--- config.mk ---
export PLATFORM = sky130hd
export DESIGN_NAME = pcg32_random_generator_unit_flat
export DESIGN_NICKNAME = d
export VERILOG_FILES = /design/src/hw/rtl/pcg32_pkg.sv /design/src/hw/rtl/pcg32_req_if.sv /design/src/hw/rtl/pcg32_rsp_if.sv /design/src/hw/rtl/pcg32_datapath.sv /design/src/hw/rtl/pcg32_controller.sv /design/src/hw/rtl/pcg32_random_generator_unit.sv /design/src/flat_wrapper.sv
export SDC_FILE = /design/constraint.sdc
export NUM_CORES = 2
export LEC_CHECK = 0
export ABC_AREA = 1
export BUFFER_PORTS_ARGS = -buffer_cell sky130_fd_sc_hd__buf_2
export CORE_AREA = 2 2 341 343
export DETAILED_ROUTE_END_ITERATION = 10
export DIE_AREA = 0 0 343 345
export PLACE_DENSITY = 0.76
export SLEW_MARGIN = 25
export SYNTH_ARGS = -nofsm -noshare
export SYNTH_HDL_FRONTEND = slang
export SYNTH_SLANG_ARGS = --single-unit
--- constraint.sdc ---
create_clock -name i_clk -period 24.4 [get_ports i_clk]
set_input_delay 4.88 -clock i_clk [delete_from_list [all_inputs] [get_ports i_clk]]
set_output_delay 4.88 -clock i_clk [all_outputs]
set_load 0.02 [all_outputs]
--- src/hw/rtl/pcg32_pkg.sv ---
// ============================================================================
// PCG32 package
// Shared types and constants for the PCG32 XSH-RR random generator unit.
// ============================================================================
package pcg32_pkg;

    // Request function codes.
    typedef enum logic [1:0] {
        FN_RAW     = 2'd0,
        FN_BOUNDED = 2'd1,
        FN_UNIT    = 2'd2,
        FN_SIGNED  = 2'd3
    } t_func;

    // Payload widths.
    localparam int FUNC_W   = 2;
    localparam int BOUND_W  = 32;
    localparam int WORD_W   = 32;
    localparam int VALUE_W  = 33;
    localparam int STATE_W  = 64;
    localparam int STREAM_W = 63;

    // Configuration port.
    localparam int CFG_IDX_W  = 2;
    localparam int CFG_DATA_W = 64;
    localparam logic [CFG_IDX_W-1:0] CFG_SEED_STATE = 2'd0;
    localparam logic [CFG_IDX_W-1:0] CFG_STREAM     = 2'd1;

    // LCG multiplier, split into halves for the shared 32x32 multiplier.
    localparam logic [STATE_W-1:0] LCG_MULT = 64'h5851_F42D_4C95_7F2D;

    // Serial divider: one dividend bit per step.
    localparam int DIV_STEPS = 32;
    localparam int DIV_CNT_W = $clog2(DIV_STEPS);
    localparam logic [DIV_CNT_W-1:0] DIV_LAST = DIV_CNT_W'(DIV_STEPS - 1);

    // Partial product selection for the state multiply.
    typedef enum logic [1:0] {
        MS_LL = 2'd0,
        MS_HL = 2'd1,
        MS_LH = 2'd2
    } t_mul_sel;

    // Divider dividend source.
    typedef enum logic {
        DS_NEG_BOUND = 1'b0,
        DS_WORD      = 1'b1
    } t_div_src;

    // Commands from the controller to the datapath.
    typedef struct packed {
        logic     seed_clr;
        logic     seed_add;
        logic     req_load;
        logic     mul_en;
        t_mul_sel mul_sel;
        logic     word_load;
        logic     acc_load;
        logic     acc_add;
        logic     state_commit;
        logic     div_start;
        t_div_src div_src;
        logic     div_step;
        logic     sign_save;
        logic     out_load;
    } t_dp_cmd;

    // Status from the datapath to the controller.
    typedef struct packed {
        t_func func;
        logic  bound_zero;
        logic  word_ge_thr;
        logic  cfg_hit;
    } t_dp_sts;

endpackage

--- src/hw/rtl/pcg32_req_if.sv ---
// ============================================================================
// PCG32 request channel
// Valid/ready channel that carries one generator request per transaction.
// ============================================================================
interface pcg32_req_if;
    logic                          valid;
    logic                          ready;
    logic [pcg32_pkg::FUNC_W-1:0]  func;
    logic [pcg32_pkg::BOUND_W-1:0] bound;

    modport source (output valid, output func, output bound, input ready);
    modport sink   (input valid, input func, input bound, output ready);
endinterface

--- src/hw/rtl/pcg32_rsp_if.sv ---
// ============================================================================
// PCG32 response channel
// Valid/ready channel that carries one generator result per transaction.
// ============================================================================
interface pcg32_rsp_if;
    logic                                 valid;
    logic                                 ready;
    logic signed [pcg32_pkg::VALUE_W-1:0] value;
    logic                                 bad_bound;

    modport source (output valid, output value, output bad_bound, input ready);
    modport sink   (input valid, input value, input bad_bound, output ready);
endinterface

--- src/hw/rtl/pcg32_datapath.sv ---
// ============================================================================
// PCG32 datapath
// Configuration registers, LCG state with a shared 32x32 multiplier,
// XSH-RR permutation, serial remainder unit and the result register.
// ============================================================================
module pcg32_datapath (
    input  logic                               i_clk,
    input  logic                               i_rst_n,
    input  pcg32_pkg::t_dp_cmd                 i_cmd,
    output pcg32_pkg::t_dp_sts                 o_sts,
    input  logic                               i_cfg_we,
    input  logic [pcg32_pkg::CFG_IDX_W-1:0]    i_cfg_idx,
    input  logic [pcg32_pkg::CFG_DATA_W-1:0]   i_cfg_data,
    input  logic [pcg32_pkg::FUNC_W-1:0]       i_func,
    input  logic [pcg32_pkg::BOUND_W-1:0]      i_bound,
    output logic signed [pcg32_pkg::VALUE_W-1:0] o_value,
    output logic                               o_bad_bound
);
    import pcg32_pkg::*;

    // XSH-RR output permutation of a 64-bit state.
    function automatic logic [WORD_W-1:0] permute(input logic [STATE_W-1:0] s);
        logic [STATE_W-1:0]  mix;
        logic [WORD_W-1:0]   x;
        logic [4:0]          rot;
        logic [2*WORD_W-1:0] dbl;
        mix = s ^ (s >> 18);
        x   = mix[58:27];
        rot = s[63:59];
        dbl = {x, x} >> rot;
        return dbl[WORD_W-1:0];
    endfunction

    logic [STATE_W-1:0]  r_seed_state;
    logic [STREAM_W-1:0] r_stream;
    logic                w_cfg_hit;

    logic [STATE_W-1:0]  r_state;
    logic [STATE_W-1:0]  r_inc;
    logic [STATE_W-1:0]  r_prod;
    logic [STATE_W-1:0]  r_acc;
    logic [WORD_W-1:0]   r_word;
    logic                r_neg;
    t_func               r_func;
    logic [BOUND_W-1:0]  r_bound;
    logic [WORD_W-1:0]   r_rem;
    logic [WORD_W-1:0]   r_dvd;
    logic signed [VALUE_W-1:0] r_value;
    logic                r_bad;

    logic [WORD_W-1:0]   w_mul_a;
    logic [WORD_W-1:0]   w_mul_b;
    logic [STATE_W-1:0]  w_mul_p;
    logic [WORD_W:0]     w_trial;
    logic [WORD_W:0]     w_diff;
    logic                w_fits;
    logic [WORD_W:0]     w_mag;

    // Configuration writes; an index beyond the list is dropped.
    assign w_cfg_hit = i_cfg_we && ((i_cfg_idx == CFG_SEED_STATE) ||
                                    (i_cfg_idx == CFG_STREAM));

    always_ff @(posedge i_clk) begin
        if (!i_rst_n) begin
            r_seed_state <= '0;
            r_stream     <= '0;
        end else if (i_cfg_we) begin
            if (i_cfg_idx == CFG_SEED_STATE) begin
                r_seed_state <= i_cfg_data;
            end
            if (i_cfg_idx == CFG_STREAM) begin
                r_stream <= i_cfg_data[STREAM_W-1:0];
            end
        end
    end

    // Shared multiplier operand selection for the three partial products.
    always_comb begin
        case (i_cmd.mul_sel)
            MS_LL: begin
                w_mul_a = r_state[WORD_W-1:0];
                w_mul_b = LCG_MULT[WORD_W-1:0];
            end
            MS_HL: begin
                w_mul_a = r_state[STATE_W-1:WORD_W];
                w_mul_b = LCG_MULT[WORD_W-1:0];
            end
            MS_LH: begin
                w_mul_a = r_state[WORD_W-1:0];
                w_mul_b = LCG_MULT[STATE_W-1:WORD_W];
            end
            default: begin
                w_mul_a = '0;
                w_mul_b = '0;
            end
        endcase
    end

    assign w_mul_p = w_mul_a * w_mul_b;

    // LCG state advance and seeding.
    always_ff @(posedge i_clk) begin
        if (i_cmd.seed_clr) begin
            r_inc   <= {r_stream, 1'b1};
            r_state <= '0;
        end else if (i_cmd.seed_add) begin
            r_state <= r_state + r_seed_state;
        end else if (i_cmd.state_commit) begin
            r_state <= r_acc + r_inc;
        end

        if (i_cmd.mul_en) begin
            if (i_cmd.mul_sel == MS_LL) begin
                r_prod <= w_mul_p;
            end else begin
                r_prod <= {w_mul_p[WORD_W-1:0], {WORD_W{1'b0}}};
            end
        end

        if (i_cmd.acc_load) begin
            r_acc <= r_prod;
        end else if (i_cmd.acc_add) begin
            r_acc <= r_acc + r_prod;
        end

        // The drawn word is the permutation of the state before the advance.
        if (i_cmd.word_load) begin
            r_word <= permute(r_state);
        end

        if (i_cmd.sign_save) begin
            r_neg <= r_word[0];
        end
    end

    // Request capture.
    always_ff @(posedge i_clk) begin
        if (i_cmd.req_load) begin
            r_func  <= t_func'(i_func);
            r_bound <= i_bound;
        end
    end

    // Restoring remainder unit, one dividend bit per step.
    assign w_trial = {r_rem, r_dvd[WORD_W-1]};
    assign w_diff  = w_trial - {1'b0, r_bound};
    assign w_fits  = (w_trial >= {1'b0, r_bound});

    always_ff @(posedge i_clk) begin
        if (i_cmd.div_start) begin
            r_rem <= '0;
            if (i_cmd.div_src == DS_WORD) begin
                r_dvd <= r_word;
            end else begin
                r_dvd <= '0 - r_bound;
            end
        end else if (i_cmd.div_step) begin
            r_rem <= w_fits ? w_diff[WORD_W-1:0] : w_trial[WORD_W-1:0];
            r_dvd <= {r_dvd[WORD_W-2:0], 1'b0};
        end
    end

    // Result register.
    assign w_mag = {1'b0, r_word};

    always_ff @(posedge i_clk) begin
        if (i_cmd.out_load) begin
            r_bad <= 1'b0;
            case (r_func)
                FN_BOUNDED: begin
                    if (r_bound == '0) begin
                        r_value <= '0;
                        r_bad   <= 1'b1;
                    end else begin
                        r_value <= {1'b0, r_rem};
                    end
                end
                FN_SIGNED: begin
                    r_value <= r_neg ? ('0 - w_mag) : w_mag;
                end
                default: begin
                    r_value <= w_mag;
                end
            endcase
        end
    end

    // While a threshold is held in the remainder, compare the fresh word to it.
    assign o_sts.func        = r_func;
    assign o_sts.bound_zero  = (r_bound == '0);
    assign o_sts.word_ge_thr = (r_word >= r_rem);
    assign o_sts.cfg_hit     = w_cfg_hit;

    assign o_value     = r_value;
    assign o_bad_bound = r_bad;

endmodule

--- src/hw/rtl/pcg32_controller.sv ---
// ============================================================================
// PCG32 controller
// Sequences seeding, state advances, rejection sampling and result delivery.
// ============================================================================
module pcg32_controller (
    input  logic               i_clk,
    input  logic               i_rst_n,
    input  pcg32_pkg::t_dp_sts i_sts,
    output pcg32_pkg::t_dp_cmd o_cmd,
    input  logic               i_req_valid,
    output logic               o_req_ready,
    output logic               o_rsp_valid,
    input  logic               i_rsp_ready
);
    import pcg32_pkg::*;

    typedef enum logic [11:0] {
        S_SEED_CLR = 12'b0000_0000_0001,
        S_SEED_ADD = 12'b0000_0000_0010,
        S_IDLE     = 12'b0000_0000_0100,
        S_DISPATCH = 12'b0000_0000_1000,
        S_THR      = 12'b0000_0001_0000,
        S_MUL0     = 12'b0000_0010_0000,
        S_MUL1     = 12'b0000_0100_0000,
        S_MUL2     = 12'b0000_1000_0000,
        S_MUL3     = 12'b0001_0000_0000,
        S_COMMIT   = 12'b0010_0000_0000,
        S_MOD      = 12'b0100_0000_0000,
        S_FINISH   = 12'b1000_0000_0000
    } t_state;

    // What the current advance is for.
    typedef enum logic [3:0] {
        PH_SEED1 = 4'b0001,
        PH_SEED2 = 4'b0010,
        PH_SIGN  = 4'b0100,
        PH_REQ   = 4'b1000
    } t_phase;

    t_state               r_state, n_state;
    t_phase               r_phase, n_phase;
    logic [DIV_CNT_W-1:0] r_cnt, n_cnt;
    logic                 r_out_valid, n_out_valid;
    logic                 w_accept;

    assign w_accept = i_req_valid && (r_state == S_IDLE);

    // Next state and datapath commands.
    always_comb begin
        n_state = r_state;
        n_phase = r_phase;
        n_cnt   = r_cnt;
        o_cmd   = '0;

        case (r_state)
            S_SEED_CLR: begin
                o_cmd.seed_clr = 1'b1;
                n_phase        = PH_SEED1;
                n_state        = S_MUL0;
            end
            S_SEED_ADD: begin
                o_cmd.seed_add = 1'b1;
                n_phase        = PH_SEED2;
                n_state        = S_MUL0;
            end
            S_IDLE: begin
                if (w_accept) begin
                    o_cmd.req_load = 1'b1;
                    n_state        = S_DISPATCH;
                end
            end
            S_DISPATCH: begin
                case (i_sts.func)
                    FN_BOUNDED: begin
                        if (i_sts.bound_zero) begin
                            n_state = S_FINISH;
                        end else begin
                            o_cmd.div_start = 1'b1;
                            o_cmd.div_src   = DS_NEG_BOUND;
                            n_cnt           = '0;
                            n_state         = S_THR;
                        end
                    end
                    FN_SIGNED: begin
                        n_phase = PH_SIGN;
                        n_state = S_MUL0;
                    end
                    default: begin
                        n_phase = PH_REQ;
                        n_state = S_MUL0;
                    end
                endcase
            end
            S_THR: begin
                o_cmd.div_step = 1'b1;
                n_cnt          = r_cnt + 1'b1;
                if (r_cnt == DIV_LAST) begin
                    n_phase = PH_REQ;
                    n_state = S_MUL0;
                end
            end
            S_MUL0: begin
                o_cmd.mul_en    = 1'b1;
                o_cmd.mul_sel   = MS_LL;
                o_cmd.word_load = 1'b1;
                n_state         = S_MUL1;
            end
            S_MUL1: begin
                o_cmd.mul_en   = 1'b1;
                o_cmd.mul_sel  = MS_HL;
                o_cmd.acc_load = 1'b1;
                n_state        = S_MUL2;
            end
            S_MUL2: begin
                o_cmd.mul_en  = 1'b1;
                o_cmd.mul_sel = MS_LH;
                o_cmd.acc_add = 1'b1;
                n_state       = S_MUL3;
            end
            S_MUL3: begin
                o_cmd.acc_add = 1'b1;
                n_state       = S_COMMIT;
            end
            S_COMMIT: begin
                o_cmd.state_commit = 1'b1;
                case (r_phase)
                    PH_SEED1: begin
                        n_state = S_SEED_ADD;
                    end
                    PH_SEED2: begin
                        n_state = S_IDLE;
                    end
                    PH_SIGN: begin
                        o_cmd.sign_save = 1'b1;
                        n_phase         = PH_REQ;
                        n_state         = S_MUL0;
                    end
                    default: begin
                        if (i_sts.func == FN_BOUNDED) begin
                            // Rejected words are redrawn.
                            if (i_sts.word_ge_thr) begin
                                o_cmd.div_start = 1'b1;
                                o_cmd.div_src   = DS_WORD;
                                n_cnt           = '0;
                                n_state         = S_MOD;
                            end else begin
                                n_state = S_MUL0;
                            end
                        end else begin
                            n_state = S_FINISH;
                        end
                    end
                endcase
            end
            S_MOD: begin
                o_cmd.div_step = 1'b1;
                n_cnt          = r_cnt + 1'b1;
                if (r_cnt == DIV_LAST) begin
                    n_state = S_FINISH;
                end
            end
            S_FINISH: begin
                if (!r_out_valid || i_rsp_ready) begin
                    o_cmd.out_load = 1'b1;
                    n_state        = S_IDLE;
                end
            end
            default: begin
                n_state = S_SEED_CLR;
            end
        endcase

        // A configuration write restarts seeding from the new values.
        if (i_sts.cfg_hit) begin
            n_state = S_SEED_CLR;
        end
    end

    // Result valid flag: set on load, cleared when the transaction completes.
    assign n_out_valid = (r_out_valid && !i_rsp_ready) || o_cmd.out_load;

    always_ff @(posedge i_clk) begin
        if (!i_rst_n) begin
            r_state     <= S_SEED_CLR;
            r_phase     <= PH_SEED1;
            r_cnt       <= '0;
            r_out_valid <= 1'b0;
        end else begin
            r_state     <= n_state;
            r_phase     <= n_phase;
            r_cnt       <= n_cnt;
            r_out_valid <= n_out_valid;
        end
    end

    assign o_req_ready = (r_state == S_IDLE);
    assign o_rsp_valid = r_out_valid;

endmodule

--- src/hw/rtl/pcg32_random_generator_unit.sv ---
// ============================================================================
// PCG32 random generator unit
// Requests: accept, dispatch, then LCG advances on the shared
// 32x32 multiplier, then a load of the result register.
// Raw and unit fraction take one advance, signed fraction two, bounded
// one per draw plus two 32-step serial remainders; bound zero goes straight to the result.
// Seeding runs after reset or a configuration write; no requests meanwhile.
// ============================================================================
module pcg32_random_generator_unit (
    input  logic                             i_clk,
    input  logic                             i_rst_n,
    pcg32_req_if.sink                        i_req,
    pcg32_rsp_if.source                      o_rsp,
    input  logic                             i_cfg_we,
    input  logic [pcg32_pkg::CFG_IDX_W-1:0]  i_cfg_idx,
    input  logic [pcg32_pkg::CFG_DATA_W-1:0] i_cfg_data
);
    import pcg32_pkg::*;

    t_dp_cmd w_cmd;
    t_dp_sts w_sts;

    // Sequencer.
    pcg32_controller u_ctrl (
        .i_clk       (i_clk),
        .i_rst_n     (i_rst_n),
        .i_sts       (w_sts),
        .o_cmd       (w_cmd),
        .i_req_valid (i_req.valid),
        .o_req_ready (i_req.ready),
        .o_rsp_valid (o_rsp.valid),
        .i_rsp_ready (o_rsp.ready)
    );

    // Arithmetic and storage.
    pcg32_datapath u_dp (
        .i_clk       (i_clk),
        .i_rst_n     (i_rst_n),
        .i_cmd       (w_cmd),
        .o_sts       (w_sts),
        .i_cfg_we    (i_cfg_we),
        .i_cfg_idx   (i_cfg_idx),
        .i_cfg_data  (i_cfg_data),
        .i_func      (i_req.func),
        .i_bound     (i_req.bound),
        .o_value     (o_rsp.value),
        .o_bad_bound (o_rsp.bad_bound)
    );

endmodule
--- src/flat_wrapper.sv ---
// flat-port wrapper written by rule: the top's interface ports become plain ports
module pcg32_random_generator_unit_flat import pcg32_pkg::*;
  (i_clk, i_rst_n, i_cfg_we, i_cfg_idx, i_cfg_data, i_req_valid, i_req_func, i_req_bound, i_req_ready, o_rsp_valid, o_rsp_value, o_rsp_bad_bound, o_rsp_ready);
  pcg32_req_if i_req_i ();
  pcg32_rsp_if o_rsp_i ();
  input  logic i_clk;
  input  logic i_rst_n;
  input  logic i_cfg_we;
  input  logic [pcg32_pkg::CFG_IDX_W-1:0] i_cfg_idx;
  input  logic [pcg32_pkg::CFG_DATA_W-1:0] i_cfg_data;
  input wire logic [$bits(i_req_i.valid)-1:0] i_req_valid;
  input wire logic [$bits(i_req_i.func)-1:0] i_req_func;
  input wire logic [$bits(i_req_i.bound)-1:0] i_req_bound;
  output wire logic [$bits(i_req_i.ready)-1:0] i_req_ready;
  output wire logic [$bits(o_rsp_i.valid)-1:0] o_rsp_valid;
  output wire logic [$bits(o_rsp_i.value)-1:0] o_rsp_value;
  output wire logic [$bits(o_rsp_i.bad_bound)-1:0] o_rsp_bad_bound;
  input wire logic [$bits(o_rsp_i.ready)-1:0] o_rsp_ready;
  assign i_req_i.valid = i_req_valid;
  assign i_req_i.func = i_req_func;
  assign i_req_i.bound = i_req_bound;
  assign i_req_ready = i_req_i.ready;
  assign o_rsp_valid = o_rsp_i.valid;
  assign o_rsp_value = o_rsp_i.value;
  assign o_rsp_bad_bound = o_rsp_i.bad_bound;
  assign o_rsp_i.ready = o_rsp_ready;
  pcg32_random_generator_unit u_core (.i_clk(i_clk), .i_rst_n(i_rst_n), .i_req(i_req_i), .o_rsp(o_rsp_i), .i_cfg_we(i_cfg_we), .i_cfg_idx(i_cfg_idx), .i_cfg_data(i_cfg_data));
endmodule
# Word-level counts from Yosys, hierarchy flattened
# Cells that the tools add are included.
# W data, S select, Z words.
# classes
n_mux,55
magnitude_cmp,2
n_shift,1
n_addsub,7
multipliers,1
bitwise_logic,2
eq_ne,32
div,0
n_reduce_logical,28
# ops
cell,count
$mux W64,5
$add A64 B64 Y64,3
$mux W32,5
$pmux W12 S11,1
$mux W12,7
$pmux W33 S2,1
$mul A32 B32 Y64,1
$pmux W32 S2,1
$shr A64 B5 Y32,1
$pmux W31 S2,1
$xor A59 B46 Y59,1
$pmux W12 S3,1
$ge A33 B32 Y1,1
$mux W33,1
$sub A1 B32 Y33 const A,1
$ge A32 B32 Y1,1
$logic_not A32 Y1,1
$sub A1 B32 Y32 const A,1
$sub A32 B32 Y32,1
$mux W5,5
$pmux W4 S5,1
$ne A2 B2 Y1 const B,9
$pmux W5 S3,1
$mux W1,14
other kinds (39),63
# totals
latchBits,0
mem_bits_rw,0
out_inout_bits,36
in_bits,105
memories,0
word_cells,147
register_bits,569
romBits,0

# Longest topological paths before layout
# logic_depth
word_depth,7
ltp_mapped,43
ltp_nobuf,43

# Cells and area by module
# A second synthesis with hierarchy kept.
# unflattened
cells_unflattened,9770
hier_area_um2,68989.9
# modules_own_cells
mod,instances,area_each_um2,cells_per_inst,seq_area_each_um2
pcg32_datapath,1,67521.0,9533,14193.6
pcg32_controller,1,1468.9,237,440.4

# Worst setup path after synthesis
# No wires, ideal clock.
# synth_timing
kind,register -> register
startpoint,register u_core.u_ctrl.r_state[8]
endpoint,"register u_core.u_dp.r_prod[62], data pin"
n_path_buf,3
period_less_slack_ns,8.068
required_ns,24.147
setup_slack_ns,16.332
setup_time_ns,0.253
stages_incl_launch_ff,36
arrival_ns,7.815
path_cell_list,dfxtp_1 > nor2_1 > nand2_2 > nor2_4 > nand2_4 > buf_6 > buf_6 > buf_2 > o21ai_1 > inv_1 > nor2_1 > fa_1 > fa_1 > inv_1 > fa_1 > fa_1 > inv_1 > fa_1 > fa_1 > fa_1 > inv_1 > fa_1 > inv_1 > ha_1 > a21oi_1 > o21ai_0 > a21oi_1 > nor2_1 > nor2_1 > nor2_1 > nor2_1 > nand2_1 > nand2_1 > nand2_1 > nand2_1 > nand2_1
# synth_between
elab_chain_cells,7
word_cells_on_any_way,13
classes_between,1 x mul; 5 x eq/ne; 4 x mux; 3 x reduce/logical
# synth_rtl
element,line_no,text
start: declaration,pcg32_controller.sv:40,"t_state r_state, n_state;"
start signal: assignment,pcg32_controller.sv:189,r_state <= n_state;
$eq A12 B8 Y1 (tied with other cells),pcg32_controller.sv:55,case (r_state)
$pmux W3 S3 *,pcg32_controller.sv:55,
$eq A2 B2 Y1 (tied with other cells),pcg32_datapath.sv:79,case (i_cmd.mul_sel)
$reduce_or A2 Y1 (no source line),-,
$pmux W32 S2 / $pmux W31 S2 (equally long branches),pcg32_datapath.sv:79,
$mul A32 B32 Y64,pcg32_datapath.sv:99,assign w_mul_p = w_mul_a * w_mul_b;
$mux W64 *,pcg32_datapath.sv:113,if (i_cmd.mul_sel == MS_LL) begin
end signal: assignment,pcg32_datapath.sv:114,r_prod <= w_mul_p;
end signal: assignment,pcg32_datapath.sv:116,"r_prod <= {w_mul_p[WORD_W-1:0], {WORD_W{1'b0}}};"
end: declaration,pcg32_datapath.sv:40,logic [STATE_W-1:0] r_prod;
# Mark *: on every way between the ends. The rest lies on a longest branch, timed or not.
# A chain may end at the register's enable or synchronous reset.

# Final worst setup path
# layout_timing
startpoint,register u_core.u_ctrl.r_state[5]
endpoint,"register u_core.u_dp.r_prod[57], data pin"
# The elaborated chain is that of the path after synthesis.

==> impl_metrics.env <==
export IMPL_status="finished, final reports clean"
export IMPL_grt_max_degree=86
export IMPL_synthesis_nets=11022
export IMPL_dp_hpwl_mm=229
export IMPL_drcViolationCount=0
export IMPL_final_nets=11120
export IMPL_synth_area_leaders="fa_1 16%, edfxtp_1 14%, ha_1 13%, nand2_1 13%, inv_1 11%"
export IMPL_yosysUniqueCellTypes=59
export IMPL_critPathCaptureType="flip-flop"
export IMPL_startpoint="u_core.u_ctrl.r_state[5]"
export IMPL_routabilityCongestion=1.09
export IMPL_wl_mm=279
export IMPL_async_flop_share_pct=0
export IMPL_grt_use_total_pct=46.7
export IMPL_fin_crit_sh_pct=43.1
export IMPL_cp_slowest_cell="o21ai_2"
export IMPL_antenna_found_initial=28
export IMPL_final_max_slew_viol_count=0
export IMPL_critical_path_buf_inv_count=10
export IMPL_die_x_um=343
export IMPL_overflow=0
export IMPL_worst_r2r_startpoint="u_core.u_ctrl.r_state[5]"
export IMPL_rsz0062_at_grt="no"
export IMPL_drt_pass1_iter_count=9
export IMPL_r2r_end="u_core.u_dp.r_prod[57]"
export IMPL_num_fill_cells=10339
export IMPL_die_h_um=345
export IMPL_r2r_cells=31
export IMPL_placement_rows=125
export IMPL_portBuffers=140
export IMPL_synth_warnings=0
export IMPL_startpoint_type="flip-flop"
export IMPL_dr_total_vias=67719
export IMPL_grt_pass1_vias=66185
export IMPL_h_tree_depth=3
export IMPL_max_stage_delay_ns=0.98
export IMPL_finalSetupTns_ns=0
export IMPL_cp_arrival_ns=11.04
export IMPL_p_per_area_nw_per_um2=37.2
export IMPL_ios=141
export IMPL_critPathMostFrequentCell="inv_1"
export IMPL_skew_ns=0.0505
export IMPL_die_area_um2=118000
export IMPL_clk_pin_slew_ns=0.06
export IMPL_crit_path_end="u_core.u_dp.r_prod[57]"
export IMPL_setup_violations=0
export IMPL_cts_tree="built"
export IMPL_required_ns=24.94
export IMPL_numClockSinks=569
export IMPL_min_path_type="reg -> reg"
export IMPL_critical_path_class="reg -> reg"
export IMPL_fin_crit_ns=10.50
export IMPL_initial_utilization_pct=59.4
export IMPL_cts_root_buffer="clkbuf_16"
export IMPL_clockBufferDepth=3
export IMPL_yosysTopAreaCell="fa_1"
export IMPL_worst_pin_slew_ns=1.08
export IMPL_routed_via_density=5.97
export IMPL_fmax_mhz=95.2
export IMPL_netlist_area_um2=68400
export IMPL_layoutNonFillerInstCount=11340
export IMPL_synthToLayoutAreaGrowth_pct=7.33
export IMPL_grt_pass1_wl_mm=410
export IMPL_mostFrequentLayoutCells="2427 x nand2_1, 2049 x inv_1, 884 x nor2_1"
export IMPL_power_leakage_nw=38.4
export IMPL_synth_edf_count=324
export IMPL_hold_violations=0
export IMPL_mostFrequentLayoutCell="nand2_1"
export IMPL_post_place_cells=11189
export IMPL_max_slew_margin_pct=27.6
export IMPL_post_cts_resized=0
export IMPL_numCtsBuffers=72
export IMPL_syn_area_per_cell_um2=7.09
export IMPL_regToRegSetupSlack_ns=13.90
export IMPL_ant_nets=0
export IMPL_yosysSeqAreaShare_pct=21.4
export IMPL_ys_ff_latch=569
export IMPL_coreArea_um2=115000
export IMPL_wl_per_cell_um=24.6
export IMPL_ir_drop_mv=0.0497
export IMPL_cp_depth=31
export IMPL_worstSkewPairLatency_ns=0.71
export IMPL_cts_setup_buffers=0
export IMPL_ctsHoldBuffers=0
export IMPL_synthFlopType="edfxtp_1"
export IMPL_maxCapViolations=0
export IMPL_cpLargestDelayFamily="adder cells"
export IMPL_synth_top_area_share_pct=15.9
export IMPL_drt_iter0_drc=8427
export IMPL_synth_cells=9642
export IMPL_path_max_fanout=50
export IMPL_drive_gt1_share_pct=4.41
## metrics by stage
stage | setup WS (ns) | instance area [µm²] | total power (W) | util (%) | hold slack, ns
3_3_place_gp | 14.23 | 70700 | 0.00152 | 61.4 | 0.412
5_1_grt | 13.96 | 73400 | 0.00280 | 63.7 | 0.446
2_1_floorplan | 16.33 | 68400 | 0.00136 | - | 0.408
4_1_cts | 14.17 | 73300 | 0.00270 | 63.7 | 0.430
6_report | 13.90 | 73400 | 0.00273 | 63.8 | 0.434
3_5_place_dp | 14.17 | 70700 | 0.00152 | 61.4 | 0.413
## sequential cells by signal, summed over array words and instances (netlist names), 33 cells and up
register / cells
u_core.u_dp.r_inc: 63
u_core.u_dp.o_value: 33
u_core.u_dp.r_prod: 64
u_core.u_dp.r_acc: 64
u_core.u_dp.r_stream: 63
u_core.u_dp.r_state: 64
u_core.u_dp.r_seed_state: 64
## Yosys cell counts (39+ instances only)
master and n:
nand2_1 2431, inv_1 2052, nor2_1 887, ha_1 730, o21ai_0 553, fa_1 545, nand3_1 539, a21oi_1 480
edfxtp_1 324, dfxtp_1 245, clkbuf_1 103, xor2_1 86, nor3_1 82, nand4_1 75, xnor2_1 51, o211ai_1 47
buf_2 39
## logic make-up after synthesis
logic type / after synthesis / share of synthesized area (%)
AO/OA/AOI/OAI: 1266 / 10.1
XOR/XNOR: 137 / 1.75
adder cells (fa/ha/maj): 1275 / 29.3
buffers and inverters: 2244 / 12.5
flip-flops: 569 / 21.4
multiplexers: 17 / 0.249
AND/OR/NAND/NOR: 4134 / 24.7
## where the power goes
group / total [W] / switching (W) / internal (W)
sequential: 0.00109 / 0.0000333 / 0.00106
combinational: 0.000436 / 0.000315 / 0.000121
clock: 0.00120 / 0.000505 / 0.000699
total: 0.00273 / 0.000854 / 0.00188
## worst reg2reg max path, delay by kind of cell (launching register included)
family / cells / cell delay [ns]
and+or+nand+nor: 7 / 1.84
AOI/OAI and AO/OA: 4 / 1.71
xor gates and xnor gates: 1 / 0.55
DFF: 1 / 0.33
buffers and inverters: 10 / 1.75
adders and majority gates: 9 / 4.17
## layout make-up
cell class,count,area [µm²],share of cell area (%)
Clock buffer,90,1980,2.70
Multi-Input combinational cell,6829,45300,61.7
Inverter,2072,7780,10.6
Clock inverter,42,644,0.878
Antenna cell,18,45.0,0.0613
Sequential cell,569,14600,19.9
Tap cell,1524,1910,2.60
Timing Repair Buffer,196,1140,1.56
## worst min path at each step
stage,from,end,slack (ns),cells past startpoint
CTS,u_core.u_dp.r_stream[30],u_core.u_dp.r_inc[31],0.43,0
finish,u_core.u_dp.r_stream[30],u_core.u_dp.r_inc[31],0.43,0
global placement,u_core.u_dp.r_stream[42],u_core.u_dp.r_inc[43],0.41,0
global route,u_core.u_dp.r_stream[21],u_core.u_dp.r_inc[22],0.45,0
floorplan,u_core.u_dp.r_stream[9],u_core.u_dp.r_inc[10],0.41,0
detailed placement,u_core.u_dp.r_stream[38],u_core.u_dp.r_inc[39],0.41,0
## routing by layer
metal,share of wire (%),vias to the layer above,GRT usage [%]
met1,36,31504,58.2
met3,13,1223,14.0
met5,0.056,-,0.0408
li1,-,30527,-
met2,42,4447,70.0
met4,8.2,18,30.7
Power figures use the tool's default switching activity.
